`config.mk`:
```
export PLATFORM = sky130hd
export DESIGN_NAME = seven_segment_display_command_sequencer
export DESIGN_NICKNAME = d
export VERILOG_FILES = /design/src/rtl/ssd_pkg.sv /design/src/rtl/ssd_queue.sv /design/src/rtl/ssd_front.sv /design/src/rtl/ssd_back.sv /design/src/rtl/seven_segment_display_command_sequencer.sv
export SDC_FILE = /design/constraint.sdc
export NUM_CORES = 1
export LEC_CHECK = 0
export ABC_AREA = 0
export BUFFER_PORTS_ARGS = -buffer_cell sky130_fd_sc_hd__buf_2
export CAP_MARGIN = 15
export CORE_MARGIN = 2
export CORE_UTILIZATION = 65
export DETAILED_ROUTE_END_ITERATION = 10
export PLACE_DENSITY = 0.85
export SKIP_CTS_REPAIR_TIMING = 1
export SLEW_MARGIN = 20
export SYNTH_ARGS = -nofsm -noshare
export SYNTH_HDL_FRONTEND = slang
export SYNTH_SLANG_ARGS = --single-unit
export TNS_END_PERCENT = 50
```
`constraint.sdc`:
```
create_clock -name clk -period 7 [get_ports clk]
set_input_delay 0.7 -clock clk [delete_from_list [all_inputs] [get_ports clk]]
set_output_delay 0.7 -clock clk [all_outputs]
set_load 0.05 [all_outputs]
```
`src/rtl/ssd_pkg.sv`:
```
// ----------------------------------------------------------------------------
// ssd_pkg: shared types and constants for the seven-segment command sequencer
// Bus symbol kinds, command byte values, internal command codes, the queue
// entry that travels from front to back, and the digit glyph table.
// ----------------------------------------------------------------------------
package ssd_pkg;

	localparam int NUM_DIGITS_DEF  = 4;
	localparam int QUEUE_DEPTH_DEF = 2;

	// bus symbol kinds
	localparam logic [1:0] KIND_START = 2'd0;
	localparam logic [1:0] KIND_BYTE  = 2'd1;
	localparam logic [1:0] KIND_STOP  = 2'd2;

	// request codes on the input word
	localparam logic [2:0] REQ_INIT      = 3'd0;
	localparam logic [2:0] REQ_DIGIT     = 3'd1;
	localparam logic [2:0] REQ_NUMBER    = 3'd2;
	localparam logic [2:0] REQ_RAW       = 3'd3;
	localparam logic [2:0] REQ_SET_COLON = 3'd4;
	localparam logic [2:0] REQ_TOG_COLON = 3'd5;
	localparam logic [2:0] REQ_CLEAR     = 3'd6;
	localparam logic [2:0] REQ_CLEAR_POS = 3'd7;

	// classified commands handed to the back end
	localparam logic [2:0] CMD_INIT   = 3'd0;
	localparam logic [2:0] CMD_WRITE  = 3'd1;
	localparam logic [2:0] CMD_NUMBER = 3'd2;
	localparam logic [2:0] CMD_CLEAR  = 3'd3;
	localparam logic [2:0] CMD_CSET   = 3'd4;
	localparam logic [2:0] CMD_CTOG   = 3'd5;

	// driver chip command bytes
	localparam logic [7:0] CTL_DISPLAY_ON = 8'h8F;
	localparam logic [7:0] CTL_AUTO_ADDR  = 8'h40;
	localparam logic [7:0] CTL_FIXED_ADDR = 8'h44;
	localparam logic [7:0] CTL_ADDR_BASE  = 8'hC0;
	localparam logic [7:0] COLON_MASK     = 8'h80;
	localparam logic [7:0] SEG_MASK       = 8'h7F;

	localparam int GLYPH_COUNT = 18;

	// decimal split: floor(n / 1000) = (n * RECIP_1000) >> RECIP_SHIFT, n < 2**16
	localparam logic [16:0] RECIP_1000  = 17'd67109;
	localparam int          RECIP_SHIFT = 26;

	typedef struct packed {
		logic [2:0]      cmd;
		logic [7:0]      pos;
		logic [7:0]      seg;
		logic            colon;
		logic [3:0][7:0] dig;   // dig[0] goes to position 1
	} ssd_entry_t;

	function automatic logic [7:0] glyph(input logic [7:0] code);
		logic [7:0] s;
		unique case (code)
			8'd0:    s = 8'h3f;
			8'd1:    s = 8'h06;
			8'd2:    s = 8'h5b;
			8'd3:    s = 8'h4f;
			8'd4:    s = 8'h66;
			8'd5:    s = 8'h6d;
			8'd6:    s = 8'h7d;
			8'd7:    s = 8'h07;
			8'd8:    s = 8'h7f;
			8'd9:    s = 8'h6f;
			8'd10:   s = 8'h77;
			8'd11:   s = 8'h7c;
			8'd12:   s = 8'h39;
			8'd13:   s = 8'h5e;
			8'd14:   s = 8'h79;
			8'd15:   s = 8'h71;
			8'd16:   s = 8'h40;
			default: s = 8'h00;   // code 17 and every code past the table: blank
		endcase
		return s;
	endfunction

endpackage

```
`src/rtl/ssd_queue.sv`:
```
// ----------------------------------------------------------------------------
// ssd_queue: command queue between front and back
// Small first-in first-out buffer of classified command entries.
// ----------------------------------------------------------------------------
module ssd_queue #(
	parameter int DEPTH = 2
) (
	input  logic               clk,
	input  logic               arst_n,
	input  logic               push,
	input  ssd_pkg::ssd_entry_t din,
	input  logic               pop,
	output ssd_pkg::ssd_entry_t dout,
	output logic               full,
	output logic               empty
);
	import ssd_pkg::*;

	localparam int PW = (DEPTH > 1) ? $clog2(DEPTH) : 1;
	localparam int CW = $clog2(DEPTH + 1);

	ssd_entry_t    mem_q [DEPTH];
	logic [PW-1:0] wr_q;
	logic [PW-1:0] rd_q;
	logic [CW-1:0] cnt_q;

	assign full  = (cnt_q == CW'(DEPTH));
	assign empty = (cnt_q == '0);
	assign dout  = mem_q[rd_q];

	always_ff @(posedge clk) begin
		if (push) begin
			mem_q[wr_q] <= din;
		end
	end

	always_ff @(posedge clk or negedge arst_n) begin
		if (!arst_n) begin
			wr_q  <= '0;
			rd_q  <= '0;
			cnt_q <= '0;
		end else begin
			if (push) begin
				wr_q <= (wr_q == PW'(DEPTH - 1)) ? '0 : wr_q + PW'(1);
			end
			if (pop) begin
				rd_q <= (rd_q == PW'(DEPTH - 1)) ? '0 : rd_q + PW'(1);
			end
			if (push && !pop) begin
				cnt_q <= cnt_q + CW'(1);
			end else if (pop && !push) begin
				cnt_q <= cnt_q - CW'(1);
			end
		end
	end

endmodule

```
`src/rtl/ssd_front.sv`:
```
// ----------------------------------------------------------------------------
// ssd_front: request intake and classification
// Three-stage pipeline: splits the number into decimal digits, looks up
// glyphs, drops colon edits at an invalid position and pushes commands.
// ----------------------------------------------------------------------------
module ssd_front #(
	parameter int NUM_DIGITS = 4
) (
	input  logic               clk,
	input  logic               arst_n,
	input  logic               req_valid,
	output logic               req_stall,
	input  logic [2:0]         req_type,
	input  logic [7:0]         pos,
	input  logic [7:0]         digit_code,
	input  logic               colon_flag,
	input  logic [7:0]         segment_byte,
	input  logic [15:0]        number,
	input  logic               q_full,
	output logic               q_push,
	output ssd_pkg::ssd_entry_t q_entry
);
	import ssd_pkg::*;

	logic v_s1, v_s2, v_s3;
	logic ld1, ld2, ld3, mv1, mv2, mv3;
	logic keep;

	logic [2:0]  req_s1, req_s2, req_s3;
	logic [7:0]  pos_s1, pos_s2, pos_s3;
	logic [7:0]  code_s1, code_s2, code_s3;
	logic        colon_s1, colon_s2, colon_s3;
	logic [7:0]  raw_s1, raw_s2, raw_s3;
	logic [15:0] num_s1;
	logic [32:0] prod_s1;
	logic [6:0]  d1_s2, d1_s3;
	logic [9:0]  r1_s2;
	logic [3:0]  h_s3;
	logic [6:0]  r2_s3;

	logic [6:0]  d1;
	logic [15:0] r1_full;
	logic [8:0]  ge100;
	logic [3:0]  h;
	logic [9:0]  r2_full;
	logic [8:0]  ge10;
	logic [3:0]  t;
	logic [6:0]  u_full;
	logic        pos_ok;
	ssd_entry_t  e;

	// pipeline flow: a stage loads when empty or when it hands on its word
	assign mv3 = v_s3 && !(keep && q_full);
	assign ld3 = !v_s3 || mv3;
	assign mv2 = v_s2 && ld3;
	assign ld2 = !v_s2 || mv2;
	assign mv1 = v_s1 && ld2;
	assign ld1 = !v_s1 || mv1;

	assign req_stall = !ld1;
	assign q_push    = v_s3 && keep && !q_full;
	assign q_entry   = e;

	always_ff @(posedge clk or negedge arst_n) begin
		if (!arst_n) begin
			v_s1 <= 1'b0;
			v_s2 <= 1'b0;
			v_s3 <= 1'b0;
		end else begin
			if (ld1) begin
				v_s1 <= req_valid;
			end
			if (ld2) begin
				v_s2 <= v_s1;
			end
			if (ld3) begin
				v_s3 <= v_s2;
			end
		end
	end

	// stage 2 and 3 digit math
	always_comb begin
		d1      = prod_s1[RECIP_SHIFT+6:RECIP_SHIFT];
		r1_full = num_s1 - 16'({9'b0, d1} * 16'd1000);
		for (int k = 1; k <= 9; k++) begin
			ge100[k-1] = (r1_s2 >= 10'(k * 100));
		end
		h       = 4'($countones(ge100));
		r2_full = r1_s2 - 10'({6'b0, h} * 10'd100);
		for (int k = 1; k <= 9; k++) begin
			ge10[k-1] = (r2_s3 >= 7'(k * 10));
		end
		t      = 4'($countones(ge10));
		u_full = r2_s3 - 7'({3'b0, t} * 7'd10);
	end

	always_ff @(posedge clk) begin
		if (ld1 && req_valid) begin
			req_s1   <= req_type;
			pos_s1   <= pos;
			code_s1  <= digit_code;
			colon_s1 <= colon_flag;
			raw_s1   <= segment_byte;
			num_s1   <= number;
			prod_s1  <= 33'(number) * 33'(RECIP_1000);
		end
		if (mv1) begin
			req_s2   <= req_s1;
			pos_s2   <= pos_s1;
			code_s2  <= code_s1;
			colon_s2 <= colon_s1;
			raw_s2   <= raw_s1;
			d1_s2    <= d1;
			r1_s2    <= r1_full[9:0];
		end
		if (mv2) begin
			req_s3   <= req_s2;
			pos_s3   <= pos_s2;
			code_s3  <= code_s2;
			colon_s3 <= colon_s2;
			raw_s3   <= raw_s2;
			d1_s3    <= d1_s2;
			h_s3     <= h;
			r2_s3    <= r2_full[6:0];
		end
	end

	// classify
	assign pos_ok = (pos_s3 != 8'd0) && (pos_s3 <= 8'(NUM_DIGITS));

	always_comb begin
		e.cmd    = CMD_WRITE;
		e.pos    = pos_s3;
		e.seg    = 8'h00;
		e.colon  = colon_s3;
		e.dig[0] = glyph({1'b0, d1_s3});
		e.dig[1] = glyph({4'b0, h_s3}) | (colon_s3 ? COLON_MASK : 8'h00);
		e.dig[2] = glyph({4'b0, t});
		e.dig[3] = glyph({4'b0, u_full[3:0]});
		keep     = 1'b1;
		unique case (req_s3)
			REQ_INIT:      e.cmd = CMD_INIT;
			REQ_DIGIT:     e.seg = glyph(code_s3) | (colon_s3 ? COLON_MASK : 8'h00);
			REQ_NUMBER:    e.cmd = CMD_NUMBER;
			REQ_RAW:       e.seg = raw_s3;
			REQ_SET_COLON: begin
				e.cmd = CMD_CSET;
				keep  = pos_ok;
			end
			REQ_TOG_COLON: begin
				e.cmd = CMD_CTOG;
				keep  = pos_ok;
			end
			REQ_CLEAR:     e.cmd = CMD_CLEAR;
			REQ_CLEAR_POS: e.seg = 8'h00;
			default:       e.cmd = CMD_WRITE;
		endcase
	end

endmodule

```
`src/rtl/ssd_back.sv`:
```
// ----------------------------------------------------------------------------
// ssd_back: symbol sequencer
// Pops a command, updates the shadow segment buffer and steps through the
// start / byte / stop symbols of the command, one per cycle unless sym_stall holds it.
// ----------------------------------------------------------------------------
module ssd_back #(
	parameter int NUM_DIGITS = 4
) (
	input  logic               clk,
	input  logic               arst_n,
	input  logic               q_empty,
	input  ssd_pkg::ssd_entry_t q_head,
	output logic               q_pop,
	output logic               sym_valid,
	input  logic               sym_stall,
	output logic [1:0]         symbol_kind,
	output logic [7:0]         byte_value,
	output logic               last
);
	import ssd_pkg::*;

	localparam int SIW = (NUM_DIGITS > 1) ? $clog2(NUM_DIGITS) : 1;

	logic [7:0]      shadow_q [NUM_DIGITS];
	logic            busy_q;
	logic [2:0]      cmd_q;
	logic [7:0]      pos_q;
	logic [7:0]      seg_q;
	logic [3:0][7:0] dig_q;
	logic [1:0]      grp_q;
	logic [4:0]      idx_q;
	logic            out_v_q;
	logic [1:0]      kind_q;
	logic [7:0]      byte_q;
	logic            last_q;

	logic            adv;
	logic [SIW-1:0]  sh_idx;
	logic [7:0]      sh;
	logic [7:0]      new_seg;
	logic            wr_like;
	logic [7:0]      cur_pos;
	logic [7:0]      cur_seg;
	logic [4:0]      clr_idx;
	logic [1:0]      s_kind;
	logic [7:0]      s_byte;
	logic            s_last;

	assign sym_valid   = out_v_q;
	assign symbol_kind = kind_q;
	assign byte_value  = byte_q;
	assign last        = last_q;

	assign adv   = busy_q && (!out_v_q || !sym_stall);
	assign q_pop = !q_empty && (!busy_q || (adv && s_last));

	// colon edits read the shadow byte at pop time
	always_comb begin
		sh_idx  = SIW'(q_head.pos - 8'd1);
		sh      = shadow_q[sh_idx];
		wr_like = (q_head.cmd == CMD_WRITE) || (q_head.cmd == CMD_CSET) ||
			(q_head.cmd == CMD_CTOG);
		case (q_head.cmd)
			CMD_CSET: new_seg = (sh & SEG_MASK) | (q_head.colon ? COLON_MASK : 8'h00);
			CMD_CTOG: new_seg = sh ^ COLON_MASK;
			default:  new_seg = q_head.seg;
		endcase
	end

	always_ff @(posedge clk or negedge arst_n) begin
		if (!arst_n) begin
			for (int i = 0; i < NUM_DIGITS; i++) begin
				shadow_q[i] <= 8'h00;
			end
		end else if (q_pop) begin
			for (int i = 0; i < NUM_DIGITS; i++) begin
				if (q_head.cmd == CMD_NUMBER) begin
					if (i < 4) begin
						shadow_q[i] <= q_head.dig[2'(i)];
					end
				end else if (wr_like && q_head.pos == 8'(i + 1)) begin
					shadow_q[i] <= new_seg;
				end
			end
		end
	end

	// symbol generator
	always_comb begin
		cur_pos = (cmd_q == CMD_NUMBER) ? {6'b0, grp_q} + 8'd1 : pos_q;
		cur_seg = (cmd_q == CMD_NUMBER) ? dig_q[grp_q] : seg_q;
		clr_idx = (cmd_q == CMD_INIT) ? idx_q - 5'd6 : idx_q;
		s_kind  = KIND_BYTE;
		s_byte  = 8'h00;
		s_last  = 1'b0;
		unique case (cmd_q) inside
			CMD_INIT, CMD_CLEAR: begin
				if (cmd_q == CMD_INIT && idx_q < 5'd6) begin
					if (idx_q == 5'd0 || idx_q == 5'd3) begin
						s_kind = KIND_START;
					end else if (idx_q == 5'd2 || idx_q == 5'd5) begin
						s_kind = KIND_STOP;
					end else begin
						s_byte = (idx_q < 5'd3) ? CTL_DISPLAY_ON : CTL_AUTO_ADDR;
					end
				end else if (clr_idx == 5'd0 || clr_idx == 5'd3) begin
					s_kind = KIND_START;
				end else if (clr_idx == 5'd2) begin
					s_kind = KIND_STOP;
				end else if (clr_idx == 5'd1) begin
					s_byte = CTL_AUTO_ADDR;
				end else if (clr_idx == 5'd4) begin
					s_byte = CTL_ADDR_BASE;
				end else if (clr_idx == 5'(5 + NUM_DIGITS)) begin
					s_kind = KIND_STOP;
					s_last = 1'b1;
				end
			end
			CMD_WRITE, CMD_NUMBER, CMD_CSET, CMD_CTOG: begin
				case (idx_q)
					5'd0, 5'd3: s_kind = KIND_START;
					5'd1:       s_byte = CTL_FIXED_ADDR;
					5'd2:       s_kind = KIND_STOP;
					5'd4:       s_byte = CTL_ADDR_BASE | (cur_pos - 8'd1);
					5'd5:       s_byte = cur_seg;
					default: begin
						s_kind = KIND_STOP;
						s_last = (cmd_q != CMD_NUMBER) || (grp_q == 2'd3);
					end
				endcase
			end
			default: begin
				s_kind = KIND_STOP;
				s_last = 1'b1;
			end
		endcase
	end

	always_ff @(posedge clk or negedge arst_n) begin
		if (!arst_n) begin
			busy_q  <= 1'b0;
			out_v_q <= 1'b0;
		end else begin
			if (q_pop) begin
				busy_q <= 1'b1;
			end else if (adv && s_last) begin
				busy_q <= 1'b0;
			end
			if (!out_v_q || !sym_stall) begin
				out_v_q <= busy_q;
			end
		end
	end

	always_ff @(posedge clk) begin
		if (q_pop) begin
			cmd_q <= q_head.cmd;
			pos_q <= q_head.pos;
			seg_q <= new_seg;
			dig_q <= q_head.dig;
			grp_q <= 2'd0;
			idx_q <= 5'd0;
		end else if (adv) begin
			if (cmd_q == CMD_NUMBER && idx_q == 5'd6) begin
				idx_q <= 5'd0;
				grp_q <= grp_q + 2'd1;
			end else begin
				idx_q <= idx_q + 5'd1;
			end
		end
		if (adv) begin
			kind_q <= s_kind;
			byte_q <= s_byte;
			last_q <= s_last;
		end
	end

endmodule

```
`src/rtl/seven_segment_display_command_sequencer.sv`:
```
// ----------------------------------------------------------------------------
// seven_segment_display_command_sequencer: display command to bus symbols
// Turns one display command into the start, byte and stop symbols of a
// two-wire seven-segment driver chip, keeping a shadow copy of the segments.
//
//   channel  direction  handshake             word
//   req      in         req_valid/req_stall   req_type pos digit_code colon_flag
//                                             segment_byte number
//   sym      out        sym_valid/sym_stall   symbol_kind byte_value last
//
// The back end emits one symbol per cycle from its output register while
// sym_stall is low; a number command writes its digits one at a time, clear
// writes every position in one run and init turns the display on, then clears.
// Reset clears the shadow buffer, the queue and all valid flags at once.
// Stalls on sym hold the output word; the queue lets req keep flowing until
// it fills. Colon edits at an invalid position produce no symbols.
// ----------------------------------------------------------------------------
module seven_segment_display_command_sequencer #(
	parameter int NUM_DIGITS  = ssd_pkg::NUM_DIGITS_DEF,
	parameter int QUEUE_DEPTH = ssd_pkg::QUEUE_DEPTH_DEF
) (
	input  logic        clk,
	input  logic        arst_n,
	input  logic        req_valid,
	output logic        req_stall,
	input  logic [2:0]  req_type,
	input  logic [7:0]  pos,
	input  logic [7:0]  digit_code,
	input  logic        colon_flag,
	input  logic [7:0]  segment_byte,
	input  logic [15:0] number,
	output logic        sym_valid,
	input  logic        sym_stall,
	output logic [1:0]  symbol_kind,
	output logic [7:0]  byte_value,
	output logic        last
);
	import ssd_pkg::*;

	// front to queue
	logic       q_push;
	logic       q_full;
	ssd_entry_t q_in;
	// queue to back
	logic       q_pop;
	logic       q_empty;
	ssd_entry_t q_head;

	// intake: split digits, look up glyphs, drop colon edits at an invalid position
	ssd_front #(
		.NUM_DIGITS(NUM_DIGITS)
	) u_front (
		.clk         (clk),
		.arst_n      (arst_n),
		.req_valid   (req_valid),
		.req_stall   (req_stall),
		.req_type    (req_type),
		.pos         (pos),
		.digit_code  (digit_code),
		.colon_flag  (colon_flag),
		.segment_byte(segment_byte),
		.number      (number),
		.q_full      (q_full),
		.q_push      (q_push),
		.q_entry     (q_in)
	);

	// decouple intake from the slow symbol stream
	ssd_queue #(
		.DEPTH(QUEUE_DEPTH)
	) u_queue (
		.clk   (clk),
		.arst_n(arst_n),
		.push  (q_push),
		.din   (q_in),
		.pop   (q_pop),
		.dout  (q_head),
		.full  (q_full),
		.empty (q_empty)
	);

	// sequence symbols and maintain the shadow segments
	ssd_back #(
		.NUM_DIGITS(NUM_DIGITS)
	) u_back (
		.clk        (clk),
		.arst_n     (arst_n),
		.q_empty    (q_empty),
		.q_head     (q_head),
		.q_pop      (q_pop),
		.sym_valid  (sym_valid),
		.sym_stall  (sym_stall),
		.symbol_kind(symbol_kind),
		.byte_value (byte_value),
		.last       (last)
	);

	// every command ends on a stop condition
	a_last_is_stop: assert property (@(posedge clk) disable iff (!arst_n)
		sym_valid && last |-> symbol_kind == KIND_STOP)
		else $error("last word is not a stop condition");

	// start and stop carry a zero byte
	a_ctl_byte_zero: assert property (@(posedge clk) disable iff (!arst_n)
		sym_valid && symbol_kind != KIND_BYTE |-> byte_value == 8'h00)
		else $error("nonzero byte on start or stop");

	// front never pushes into a full queue
	a_no_overflow: assert property (@(posedge clk) disable iff (!arst_n)
		q_push |-> !q_full)
		else $error("command queue overflow");

	// back never pops an empty queue
	a_no_underflow: assert property (@(posedge clk) disable iff (!arst_n)
		q_pop |-> !q_empty)
		else $error("command queue underflow");

endmodule
```
### Word-level counts from Yosys, hierarchy flattened

Memories as Yosys holds them, arrays and structs flattened. A register that Yosys moved wholly into a read port is not among the register bits.
Index checks and enable logic that the tools add are counted.

| word-level totals | value |
|---|---|
| bits in registers | 270 |
| RAM bits | 104 |
| memory bits (read-only) | 784 |
| input port bits | 48 |
| output and inout port bits | 13 |
| logic and storage cells | 278 |
| memories kept | 6 |

Memory list:

| name | depth | width | rd ports | clocked after memory_dff | write ports | line | RTL |
|---|---|---|---|---|---|---|---|
| (name not given) | 32 | 7 | 1 | 1 | 0 | ssd_pkg.sv:58 | `unique case (code)` |
| (name not given) | 32 | 7 | 1 | 1 | 0 | ssd_pkg.sv:58 |  |
| (name not given) | 16 | 7 | 1 | 1 | 0 | ssd_pkg.sv:58 |  |
| (name not given) | 16 | 7 | 1 | 0 | 0 | ssd_pkg.sv:58 |  |
| (name not given) | 16 | 7 | 1 | 0 | 0 | ssd_pkg.sv:58 |  |
| u_queue.mem_q | 2 | 52 | 1 | 0 | 1 | ssd_queue.sv:22 | `ssd_entry_t mem_q [DEPTH];` |

| operators by class | value |
|---|---|
| add/sub/neg operators | 29 |
| $mul | 4 |
| $lt $le $gt $ge | 23 |
| equal/unequal tests | 33 |
| multiplexer cells | 65 |
| bitwise operators | 5 |
| reductions and logical operators | 67 |

Operators with widths:

| kind | count |
|---|---|
| $mux 8 | 25 |
| $pmux 8 s2 | 3 |
| $ge 10x10->1 const B | 4 |
| $mul 16x17->33 const B | 1 |
| $bmux 8 s2 | 2 |
| $ge 10x9->1 const B | 3 |
| $add 4x4->4 | 6 |
| $pmux 8 s3 | 1 |
| $eq 3x3->1 const B | 7 |
| $ge 7x6->1 const B | 3 |
| $ge 7x7->1 const B | 3 |
| $eq 5x2->1 const B | 4 |
| $eq 5x3->1 const B | 4 |
| $mux 2 | 10 |
| $mux 5 | 4 |
| $logic_and 1x1->1 | 19 |
| $add 1x1->2 | 8 |
| $eq 8x2->1 const B | 2 |
| $or 8x8->8 | 2 |
| $eq 3x2->1 const B | 5 |
| $pmux 3 s5 | 1 |
| $ge 7x5->1 const B | 2 |
| $mux 1 | 14 |
| $logic_not 1->1 | 12 |
| 47 further kinds | 81 |

### Depth between registers and ports, before layout

| logic depth | value |
|---|---|
| word-level depth | 16 |
| mapped depth | 18 |
| mapped depth without buffers | 18 |

### Modules after synthesis

A second synthesis with hierarchy kept.

| second synthesis, totals | value |
|---|---|
| cell total of the unflattened synthesis | 1537 |
| area total of the unflattened synthesis | 20727.4 µm² |

Modules (own cells, without submodules):

| module | instances | cells each | area an instance (µm²) | seq. area each (µm²) |
|---|---|---|---|---|
| ssd_front | 1 | 929 | 11353.4 | 4579.4 |
| ssd_back | 1 | 430 | 5183.7 | 2792.7 |
| ssd_queue | 1 | 178 | 4190.3 | 3223.1 |

### Worst setup path after synthesis

OpenSTA, ideal clock, no wires.

| timing | value |
|---|---|
| path type | input port to flip-flop |
| from | in number[13] |
| to | reg u_front.prod_s1[31], data pin |
| setup time | 273 ps |
| arrival time | 4615 ps |
| required time | 6727 ps |
| setup slack | 2112 ps |
| cell stages on the path | 15 |
| path buffers | 0 |
| cell sequence | ha_1 > fa_1 > inv_1 > fa_1 > inv_1 > fa_1 > fa_1 > ha_1 > ha_1 > nand4_1 > or3_1 > a311oi_1 > o31ai_1 > a31oi_1 > o21ai_0 |

| on the way | value |
|---|---|
| cells in the longest elaborated chain, start to end | 1 |

Ends and longest elaborated chain:

| what | line | RTL |
|---|---|---|
| from (decl) | seven_segment_display_command_sequencer.sv:31 | `input logic [15:0] number,` |
| $mul 16x17->33 | ssd_front.sv:106 | `prod_s1 <= 33'(number) * 33'(RECIP_1000);` |
| to (signal assigned) | ssd_front.sv:106 |  |
| to (decl) | ssd_front.sv:35 | `logic [32:0] prod_s1;` |

No other way between the ends.
A chain may end at the register's enable or synchronous reset.

==> impl_metrics.yaml <==
final_layout:
  antenna_cells: 0
  fin_area_um2: 21520
  drive_gt1_share_pct: 14.32
  syn2layout_area_growth_pct: 9.604
  nets: 1869
floorplan:
  fp.dieH_um: 177.8
  initial_utilization_pct: 66.06
  dieArea_um2: 31610
  die_w_um: 177.8
  rows: 63
  core_um2: 29720
  ios: 61
sta:
  slew_headroom_pct: 35.62
  period_needed_ps: 5234
  rsz0062_at_grt: "false"
  fin_crit_sh_pct: 74.77
  clock-skew-final_ps: 13.79
  tightest_slew_ps: 938.8
  hold_viol_final: 0
  final_max_slew_viol_count: 0
  setup_violations: 0
  fmax_mhz: 191.1
  fin_setup_tns_ps: 0
  fin_ws_ps: 1766
clock_tree:
  cts_num_sinks: 358
  cts_max_path_buffers: 3
  clk_pin_slew_ps: 60
  clk_latency_ps: 510
  htree_num_levels: 2
  numCtsBuffers: 36
  cts_tree: "built"
  clockRootBuffer: "clkbuf_16"
placement:
  gp_congestion: 0.9098
  io_buffers: 60
  place_area_um2: 20290
  pre_cts_slack_ps: 1582
  place_hpwl_um: 25520
synthesis:
  synthMuxAreaShare_pct: 8.011
  synth_edf_count: 289
  ys_top_cells_by_area: "edfxtp_1 (44%), ha_1 (13%), fa_1 (5.4%)"
  synthesis.area_um2: 19630
  ys_seq_area_share_pct: 52.28
  ys_warn_count: 0
  synth.most_common_cell: "edfxtp_1"
  async_flop_share_pct: 11.45
  synth_common_cells: "edfxtp_1 (289), ha_1 (210), inv_1 (156)"
  yosysUniqueCellTypes: 77
  synth_cells: 1495
  synth_top_cell_area_share_pct: 44.20
  syn_area_per_cell_um2: 13.13
  synth_compound_area_share_pct: 8.368
  synth_nets: 1806
  synth_top_family_by_area: "adder cells"
  ys_seq_elements: 358
  synthAdderAreaFrac_pct: 18.79
  yosysTopAreaCell: "edfxtp_1"
  synth_flop_cell: "edfxtp_1"
  synth_xor_area_share_pct: 1.829
  synth-simple-area-share_pct: 6.704
drt:
  drt-total-wl_um: 35760
  ant_nets: 0
  route.detailed.drc: 0
  initialDrtViolationCount: 1197
  routed_via_density: 5.937
  wl_per_cell_um: 18.10
  vias: 11730
  firstDrtPassIters: 5
global_route:
  grt_first_pass_wirelength_um: 58770
  grtUsageTotal_pct: 23.50
  antenna_found_initial: 0
  grt-ovfl-total: 0
  grt_pass1_vias: 11850
  grt_start_max_net_pins: 67
critical_path:
  path_class: "flop to flop"
  worstSetupStartpoint: "u_front.r2_s3[2]"
  r2r-end: "u_queue.mem_q[1][27]"
  arrival_ps: 5490
  worst_setup_path_end_kind: "flop"
  rr_worst_depth: 16
  r2r_setup_slack_ps: 1770
  critPathLaunchType: "flop"
  cp.required_ps: 7260
  worst-path-max-fanout: 11
  timing.rr.start: "u_front.r2_s3[2]"
run_status:
  outcome: "completed"
worst_hold_path:
  min_path_type: "input port to asynchronous set/reset pin"
flow_run:
  cap_viol_max_count: 0
[kinds of logic after synthesis]
group,after synthesis
AOI/OAI and AO/OA,247
xor gates and xnor gates,41
adders and majority gates,263
buffers and inverters,198
DFF,358
muxes,118
and+or+nand+nor,270
[per-stage QoR]
step / cells / hold WS (ps) / util (%)
2_1_floorplan: 1495 / 400.3 / -
4_1_cts: 1975 / 351.9 / 72.40
6_report: 1975 / 336.9 / 72.41
3_5_place_dp: 1910 / 404.5 / 68.26
5_1_grt: 1975 / 347.2 / 72.41
3_3_place_gp: 1910 / 401.6 / 68.26
[flip-flops by register name, summed over array words and instances, names as in the netlist, 9 cells and up, named ones only]
| signal | flops |
|---|---|
| u_queue.mem_q | 96 |
| u_back.shadow_q | 32 |
| u_back.dig_q | 29 |
| u_front.r1_s2 | 10 |
| u_front.prod_s1 | 9 |
[final cells by class]
| cell class | instances | area (um2) |
|---|---|---|
| inverters | 158 | 595.6 |
| flip-flops and latches | 358 | 10270 |
| repair buffers | 65 | 337.8 |
| well taps | 390 | 488.0 |
| fillers | 1852 | 8199 |
| clock buffers | 52 | 1022 |
| clock inverters | 13 | 207.7 |
| multi-input cells | 939 | 8601 |
[metal layers]
layer	global-route usage, %	vias up	wire (um)
met2	40.47	348	18090
met3	2.978	64	1704
met5	0	-	0
met1	31.61	5761	15180
li1	-	5553	-
met4	6.557	0	776
[worst max-delay path by stage]
| stage | endpoint | cells past startpoint |
|---|---|---|
| 2_1_floorplan | u_front.prod_s1[31] | 15 |
| 3_3_place_gp | u_front.prod_s1[31] | 16 |
| 3_5_place_dp | u_front.prod_s1[31] | 16 |
| 4_1_cts | u_queue.mem_q[1][27] | 16 |
| 5_1_grt | u_queue.mem_q[1][27] | 16 |
| 6_report | u_queue.mem_q[1][27] | 16 |
[worst max-delay path, stage by stage (launching register included)]
cell and delay, ps:
edfxtp_1 460, a2111oi_0 530, nor2b_1 100, ha_1 290, inv_1 50, fa_1 510
fa_1 720, inv_1 180, ha_1 250, fa_1 400, xor2_1 180, xnor2_1 680
nor2_1 190, a21oi_1 190, nand2_1 80, o31ai_1 70, inv_1 80
[placed cells by master (no fill, tap or decap), drive strengths merged, types with 13 or more instances in the layout]
cell type and n:
o21ai 51, mux2 61, dfrtp 41, xnor2 29
a21oi 69, nand2b 14, a21o 18, mux4 17
edfxtp 289, a31oi 18, nor2 70, ha 210
buf 65, nand3 13, clkbuf 52, inv 160
mux2i 40, fa 53, nor3 25, nand2 83
dfxtp 28
Power is left out: the tool's default activity adds up to more than one toggle a clock period on the data nets, which glitch-free logic cannot reach.
